**src/bstk_pkg.sv**
```systemverilog
`timescale 1ns / 1ps
// ----------------------------------------------------------------------------
// bstk_pkg
// Shared types, sizes and codes for the bounded stack with a top-entry ALU.
// ----------------------------------------------------------------------------
package bstk_pkg;

    localparam int DEPTH   = 256;
    localparam int ADDR_W  = $clog2(DEPTH);
    localparam int CNT_W   = ADDR_W + 1;
    localparam int LIMIT_W = 9;
    localparam int WORD_W  = 32;
    localparam int CMP_W   = (CNT_W > LIMIT_W) ? CNT_W : LIMIT_W;

    localparam logic [LIMIT_W-1:0] LIMIT_RESET = LIMIT_W'(256);

    typedef enum logic [2:0] {
        OP_PUSH = 3'd0,
        OP_POP  = 3'd1,
        OP_PEEK = 3'd2,
        OP_ADD  = 3'd3,
        OP_SUB  = 3'd4,
        OP_MUL  = 3'd5,
        OP_DIV  = 3'd6
    } op_t;

    typedef enum logic [1:0] {
        ST_OK      = 2'd0,
        ST_FULL    = 2'd1,
        ST_EMPTY   = 2'd2,
        ST_DIVZERO = 2'd3
    } status_t;

    typedef enum logic [1:0] {
        ALU_ADD = 2'd0,
        ALU_SUB = 2'd1,
        ALU_MUL = 2'd2,
        ALU_DIV = 2'd3
    } alu_op_t;

    typedef struct packed {
        logic              start;
        alu_op_t           op;
        logic [WORD_W-1:0] a;
        logic [WORD_W-1:0] b;
    } alu_req_t;

    typedef struct packed {
        logic              done;
        logic [WORD_W-1:0] result;
    } alu_rsp_t;

endpackage

```
**src/bstk_alu.sv**
```systemverilog
`timescale 1ns / 1ps
// ----------------------------------------------------------------------------
// bstk_alu
// Iterative ALU around one shared 33-bit adder: add/sub in one pass,
// shift-add multiply and restoring signed divide at one bit per cycle.
// ----------------------------------------------------------------------------
module bstk_alu import bstk_pkg::*;
(
    input  logic     clk,
    input  logic     rst_n,
    input  alu_req_t req,
    output alu_rsp_t rsp
);

    typedef enum logic [5:0] {
        A_IDLE   = 6'b000001,
        A_ADDSUB = 6'b000010,
        A_NEGA   = 6'b000100,
        A_NEGB   = 6'b001000,
        A_STEP   = 6'b010000,
        A_NEGQ   = 6'b100000
    } astate_t;

    astate_t           state_reg, state_next;
    logic              done_reg;
    logic [4:0]        cnt_reg;
    alu_op_t           op_reg;
    logic [WORD_W-1:0] a_reg;
    logic [WORD_W-1:0] b_reg;
    logic [WORD_W-1:0] acc_reg;
    logic [WORD_W-1:0] res_reg;
    logic              neg_reg;

    logic [WORD_W:0]   add_x;
    logic [WORD_W:0]   add_y;
    logic              add_sub;
    logic [WORD_W+1:0] sum;
    logic              ge;
    logic [WORD_W-1:0] rem_next;

    // Shared adder: x + y or x - y, carry out marks x >= y on subtract
    always_comb
    begin
        add_x   = '0;
        add_y   = '0;
        add_sub = 1'b0;
        unique case (state_reg)
            A_ADDSUB:
            begin
                add_x   = {1'b0, a_reg};
                add_y   = {1'b0, b_reg};
                add_sub = (op_reg == ALU_SUB);
            end
            A_NEGA:
            begin
                add_y   = {1'b0, a_reg};
                add_sub = 1'b1;
            end
            A_NEGB:
            begin
                add_y   = {1'b0, b_reg};
                add_sub = 1'b1;
            end
            A_STEP:
            begin
                if (op_reg == ALU_MUL)
                begin
                    add_x = {1'b0, acc_reg};
                    add_y = {1'b0, a_reg};
                end
                else
                begin
                    add_x   = {acc_reg, a_reg[WORD_W-1]};
                    add_y   = {1'b0, b_reg};
                    add_sub = 1'b1;
                end
            end
            A_NEGQ:
            begin
                add_y   = {1'b0, a_reg};
                add_sub = 1'b1;
            end
            default:
            begin
                add_x = '0;
            end
        endcase
        sum      = {1'b0, add_x} + {1'b0, add_y ^ {(WORD_W+1){add_sub}}}
                   + {{(WORD_W+1){1'b0}}, add_sub};
        ge       = sum[WORD_W+1];
        rem_next = ge ? sum[WORD_W-1:0] : {acc_reg[WORD_W-2:0], a_reg[WORD_W-1]};
    end

    always_comb
    begin
        state_next = state_reg;
        unique case (state_reg)
            A_IDLE:
            begin
                if (req.start)
                begin
                    unique case (req.op) inside
                        ALU_ADD, ALU_SUB: state_next = A_ADDSUB;
                        ALU_MUL:          state_next = A_STEP;
                        default:          state_next = A_NEGA;
                    endcase
                end
            end
            A_ADDSUB: state_next = A_IDLE;
            A_NEGA:   state_next = A_NEGB;
            A_NEGB:   state_next = A_STEP;
            A_STEP:
            begin
                if (cnt_reg == '0)
                begin
                    state_next = (op_reg == ALU_MUL) ? A_IDLE : A_NEGQ;
                end
            end
            A_NEGQ:   state_next = A_IDLE;
            default:  state_next = A_IDLE;
        endcase
    end

    always_ff @(posedge clk or negedge rst_n)
    begin
        if (!rst_n)
        begin
            state_reg <= A_IDLE;
            done_reg  <= 1'b0;
        end
        else
        begin
            state_reg <= state_next;
            done_reg  <= (state_reg != A_IDLE) && (state_next == A_IDLE);
        end
    end

    always_ff @(posedge clk)
    begin
        case (state_reg)
            A_IDLE:
            begin
                op_reg  <= req.op;
                a_reg   <= req.a;
                b_reg   <= req.b;
                acc_reg <= '0;
                cnt_reg <= '1;
            end
            A_ADDSUB:
            begin
                res_reg <= sum[WORD_W-1:0];
            end
            A_NEGA:
            begin
                neg_reg <= a_reg[WORD_W-1] ^ b_reg[WORD_W-1];
                if (a_reg[WORD_W-1])
                begin
                    a_reg <= sum[WORD_W-1:0];
                end
            end
            A_NEGB:
            begin
                if (b_reg[WORD_W-1])
                begin
                    b_reg <= sum[WORD_W-1:0];
                end
            end
            A_STEP:
            begin
                cnt_reg <= cnt_reg - 5'd1;
                if (op_reg == ALU_MUL)
                begin
                    // Add the shifted multiplicand where the multiplier bit is set
                    if (b_reg[0])
                    begin
                        acc_reg <= sum[WORD_W-1:0];
                    end
                    a_reg   <= {a_reg[WORD_W-2:0], 1'b0};
                    b_reg   <= {1'b0, b_reg[WORD_W-1:1]};
                    res_reg <= b_reg[0] ? sum[WORD_W-1:0] : acc_reg;
                end
                else
                begin
                    // Shift the quotient bit into the dividend register
                    acc_reg <= rem_next;
                    a_reg   <= {a_reg[WORD_W-2:0], ge};
                end
            end
            A_NEGQ:
            begin
                res_reg <= neg_reg ? sum[WORD_W-1:0] : a_reg;
            end
            default:
            begin
                res_reg <= res_reg;
            end
        endcase
    end

    assign rsp.done   = done_reg;
    assign rsp.result = res_reg;

endmodule

```
**config.mk**
```make
export PLATFORM = sky130hd
export DESIGN_NAME = bstk_alu
export DESIGN_NICKNAME = d
export VERILOG_FILES = /design/src/bstk_pkg.sv /design/src/bstk_alu.sv
export SDC_FILE = /design/constraint.sdc
export NUM_CORES = 1
export LEC_CHECK = 0
export ABC_CLOCK_PERIOD_IN_PS = 5500
export BUFFER_PORTS_ARGS = -buffer_cell sky130_fd_sc_hd__buf_2
export CAP_MARGIN = 40
export CORE_MARGIN = 1
export CORE_UTILIZATION = 37
export CTS_CLUSTER_DIAMETER = 200
export CTS_CLUSTER_SIZE = 20
export DETAILED_ROUTE_END_ITERATION = 10
export PLACE_DENSITY = 0.62
export SLEW_MARGIN = 40
export SYNTH_ARGS = -nofsm -noshare
export SYNTH_HDL_FRONTEND = slang
export SYNTH_SLANG_ARGS = --single-unit
export TNS_END_PERCENT = 10
```
**constraint.sdc**
```tcl
create_clock -name clk -period 5.5 [get_ports clk]
set_clock_uncertainty 0.15 [all_clocks]
set_input_delay 0.275 -clock clk [delete_from_list [all_inputs] [get_ports clk]]
set_output_delay 0.275 -clock clk [all_outputs]
set_load 0.03 [all_outputs]
```
==> results.yml <==
outcome:
  run_status: "finished, violations left"
  violations: "design-rule violations"
global_route:
  gr-usage-met2: 0.389
  antenna_found_initial: 0
  grtUsageMet3: 0.0486
  grtUsageMet1: 0.389
  track_usage: 0.264
  grt_max_degree: 50
  grt_pass1_vias: 9883
  grt_pass1_wl_mm: 60.1
  grt_most_used_layer: "met2"
  grt_overflow_total: 0
layout:
  nets: 1399
  diodes: 0
  drive_above_1_share: 0.201
  fin_cells: 1693
  nFillCells: 2775
  final_core_util: 0.458
  area_growth_pct: 21.9
cts:
  post_cts_buffers: 0
  clkTransAtPathRegs_ns: 0.07
  htreeDepth: 4
  clock_path_buffers: 2
  worstSkewPairLatency_ns: 0.45
  cts-root-buf: "clkbuf_16"
  cts_tree: "built"
  clock-sinks: 143
  cts_buffers: 17
power_and_ir_drop:
  power_mw: 6.28
  p_comb_frac: 0.456
  clkPwrFrac: 0.188
  p_sw_mw: 2.82
  p_seq_frac: 0.356
  leakagePower_nw: 5.56
  ir_worst_vdd_mv: 0.256
  p_per_area_nw_per_um2: 478
  swShare: 0.449
  cellInternalPower_mw: 3.46
sta:
  period_share: 0.957
  hold_viol: 0
  setup_viol_count_final: 0
  rsz0062_at_grt: "true"
  tightestPinTransition_ns: 0.824
  period_minus_slack_ns: 5.26
  relSlewSlack: 0.449
  max_freq_mhz: 190
  timing.final.max_slew_violations: 0
floorplanning:
  ios: 102
  start_util: 0.375
  num_rows: 62
  die_area_sq_um: 29800
  dieWidth_microns: 173
  die_h_microns: 173
  core_sq_um: 28700
job:
  maxCapViolations: 0
synthesis:
  synthesis.nets: 1250
  ys_seq_elements: 143
  yosys-top-cells-area: "edfxtp_1 38%, mux2i_1 8.6%, o21ai_0 5.2%"
  ys.warnings.count: 0
  synth.top_cell.area_share: 0.379
  synth_edf_count: 136
  synth-seq-area-share: 0.395
  synth_ff_type: "edfxtp_1"
  synthArstFlopShare: 0.0490
  syn_area_sq_um: 10800
  yosys.cell_types.count: 76
  netlist_instances: 1147
  synth_top_cell_by_area: "edfxtp_1"
  syn_avg_cell_area_sq_um: 9.40
route:
  vias: 10400
  wl_per_cell_microns: 23.6
  drcViolationCount: 1
  ant_nets: 0
  viasPerCell: 6.14
  drt_first_pass_iters: 11
  drtIter0Drc: 1332
  wl_mm: 40.0
worst_setup_path:
  cp.arrival_ns: 5.34
  path_class: "reg -> reg"
  end_kind: "flip-flop"
  cp-start-kind: "flip-flop"
  critPathMaxFanout: 21
  critPathRequiredTime_ns: 5.57
worst_hold_path:
  hold_path.class: "in -> reg"
placement:
  port_buffers: 101
  gp_congestion: 0.950
  dp_hpwl_mm: 28.4
  dpl.cell_count: 1616
[final timing paths]
kind                         startpoint            to  slack (ns)  depth (start not counted)
min in group asynchronous         rst_n  state_reg[2]        0.05                          2
max                        state_reg[1]   res_reg[31]        0.24                         16
min reg2reg                  cnt_reg[4]    cnt_reg[4]        0.42                          2
max in group asynchronous         rst_n  state_reg[0]        4.93                          2
max reg2reg                state_reg[1]   res_reg[31]        0.24                         16
min                              req[4]      b_reg[4]        0.01                          3
[cell usage after synthesis (10+ instances only)]
| master | instances |
|---|---|
| nor2_1 | 65 |
| o21ai_0 | 112 |
| nor3_1 | 15 |
| nand2_1 | 91 |
| buf_1 | 10 |
| nand3_1 | 22 |
| a21oi_1 | 78 |
| xnor2_1 | 18 |
| a222oi_1 | 36 |
| o21a_1 | 10 |
| mux2_2 | 11 |
| a21o_1 | 19 |
| clkbuf_1 | 72 |
| a22oi_1 | 59 |
| xor2_1 | 23 |
| a211oi_1 | 13 |
| a22o_1 | 10 |
| or3_1 | 10 |
| ha_1 | 33 |
| edfxtp_1 | 136 |
| inv_1 | 61 |
| mux2i_1 | 93 |
[cell type report]
cell class	count	area, sq um	share of cell area
Multi-Input combinational cell	851	6010	0.457
Sequential cell	143	4260	0.324
Timing Repair Buffer	221	1570	0.120
Clock buffer	20	489	0.0372
Tap cell	384	480	0.0366
Inverter	62	233	0.0177
Clock inverter	12	95.1	0.00724
[per-layer routing]
layer	routed length, microns	vias to the layer above
met2	17100	614
met4	917	0
met3	4220	61
li1	-	4712
met1	17800	5005
met5	0	-
[power groups by stage]
stage	Clock (mW)	Combinational, mW	Sequential, mW
after floorplan	0	1.74	2.13
after detailed placement	0	2.74	2.23
after global placement	0	2.71	2.24
final	1.18	2.86	2.24
after global routing	1.23	3.08	2.28
after CTS	1.19	2.78	2.22
[timing repair]
item	4_1_cts	5_1_grt
hold buffers	45	0
gates resized for setup	0	14
hold endpoints to repair	54	0
setup endpoints to repair	0	16
[placed cells by master (no fill, tap or decap), types with 5 or more instances in the layout]
| cell | Yosys | routed |
|---|---|---|
| nand3_1 | 22 | 22 |
| edfxtp_1 | 136 | 136 |
| a22o_1 | 10 | 10 |
| clkbuf_16 | 0 | 19 |
| o31ai_1 | 8 | 7 |
| and2_1 | 8 | 6 |
| a21o_1 | 19 | 19 |
| o21a_1 | 10 | 10 |
| nor3_1 | 15 | 15 |
| a21oi_1 | 78 | 77 |
| ha_1 | 33 | 32 |
| mux2i_1 | 93 | 93 |
| a22oi_1 | 59 | 59 |
| mux2_2 | 11 | 11 |
| nor2_1 | 65 | 59 |
| o21ai_0 | 112 | 110 |
| o22ai_1 | 7 | 7 |
| a221o_1 | 5 | 5 |
| inv_1 | 61 | 61 |
| or3_1 | 10 | 9 |
| nand4_1 | 6 | 6 |
| or2_2 | 5 | 5 |
| a222oi_1 | 36 | 36 |
| buf_4 | 2 | 70 |
| xnor2_1 | 18 | 15 |
| a211oi_1 | 13 | 13 |
| o211ai_1 | 6 | 6 |
| and3_1 | 9 | 9 |
| nand2_1 | 91 | 91 |
| o21bai_1 | 7 | 7 |
| dfrtp_1 | 6 | 6 |
| dlygate4sd3_1 | 0 | 45 |
| inv_6 | 0 | 5 |
| buf_2 | 3 | 101 |
| xor2_1 | 23 | 22 |
[worst max-delay path, stage by stage (launching register included)]
cell and delay (ns):
dfrtp_1 0.41, or4b_4 0.59, nor2_4 0.19, a21oi_1 0.10, o21a_1 0.26, o21ai_1 0.17
buf_12 0.21, mux2i_1 0.09, ha_1 0.45, nand4_1 0.27, nor3_1 0.42, nand3_1 0.28
and2_2 0.29, o31ai_1 0.45, or4_1 0.27, nand2_1 0.12, o21ai_0 0.32
[logic make-up (layout without fill, tap and decap cells)]
| logic type | after synthesis | after routing | share of synthesized area |
|---|---|---|---|
| buffers and inverters | 153 | 315 | 0.0571 |
| adder cells (fa/ha/maj) | 34 | 34 | 0.0402 |
| AND/OR/NAND/NOR | 254 | 254 | 0.113 |
| AO/OA/AOI/OAI | 417 | 417 | 0.262 |
| flip-flops | 143 | 143 | 0.395 |
| XOR/XNOR | 41 | 41 | 0.0333 |
| multiplexers | 105 | 105 | 0.0993 |
[metrics by stage]
stage / TNS [ns] / setup WS, ns / hold WS, ns / cell area, sq um
finish: 0 / 0.237 / 0.0124 / 13100
global route: -0.0294 / -0.0294 / 0.0196 / 13100
CTS: 0 / 0.165 / 0.000379 / 13100
detailed placement: 0 / 0.191 / -0.0372 / 12000
global placement: 0 / 0.206 / -0.0387 / 12000
floorplan: 0 / 0.297 / -0.171 / 10800
(Power assumes the default switching activity.)
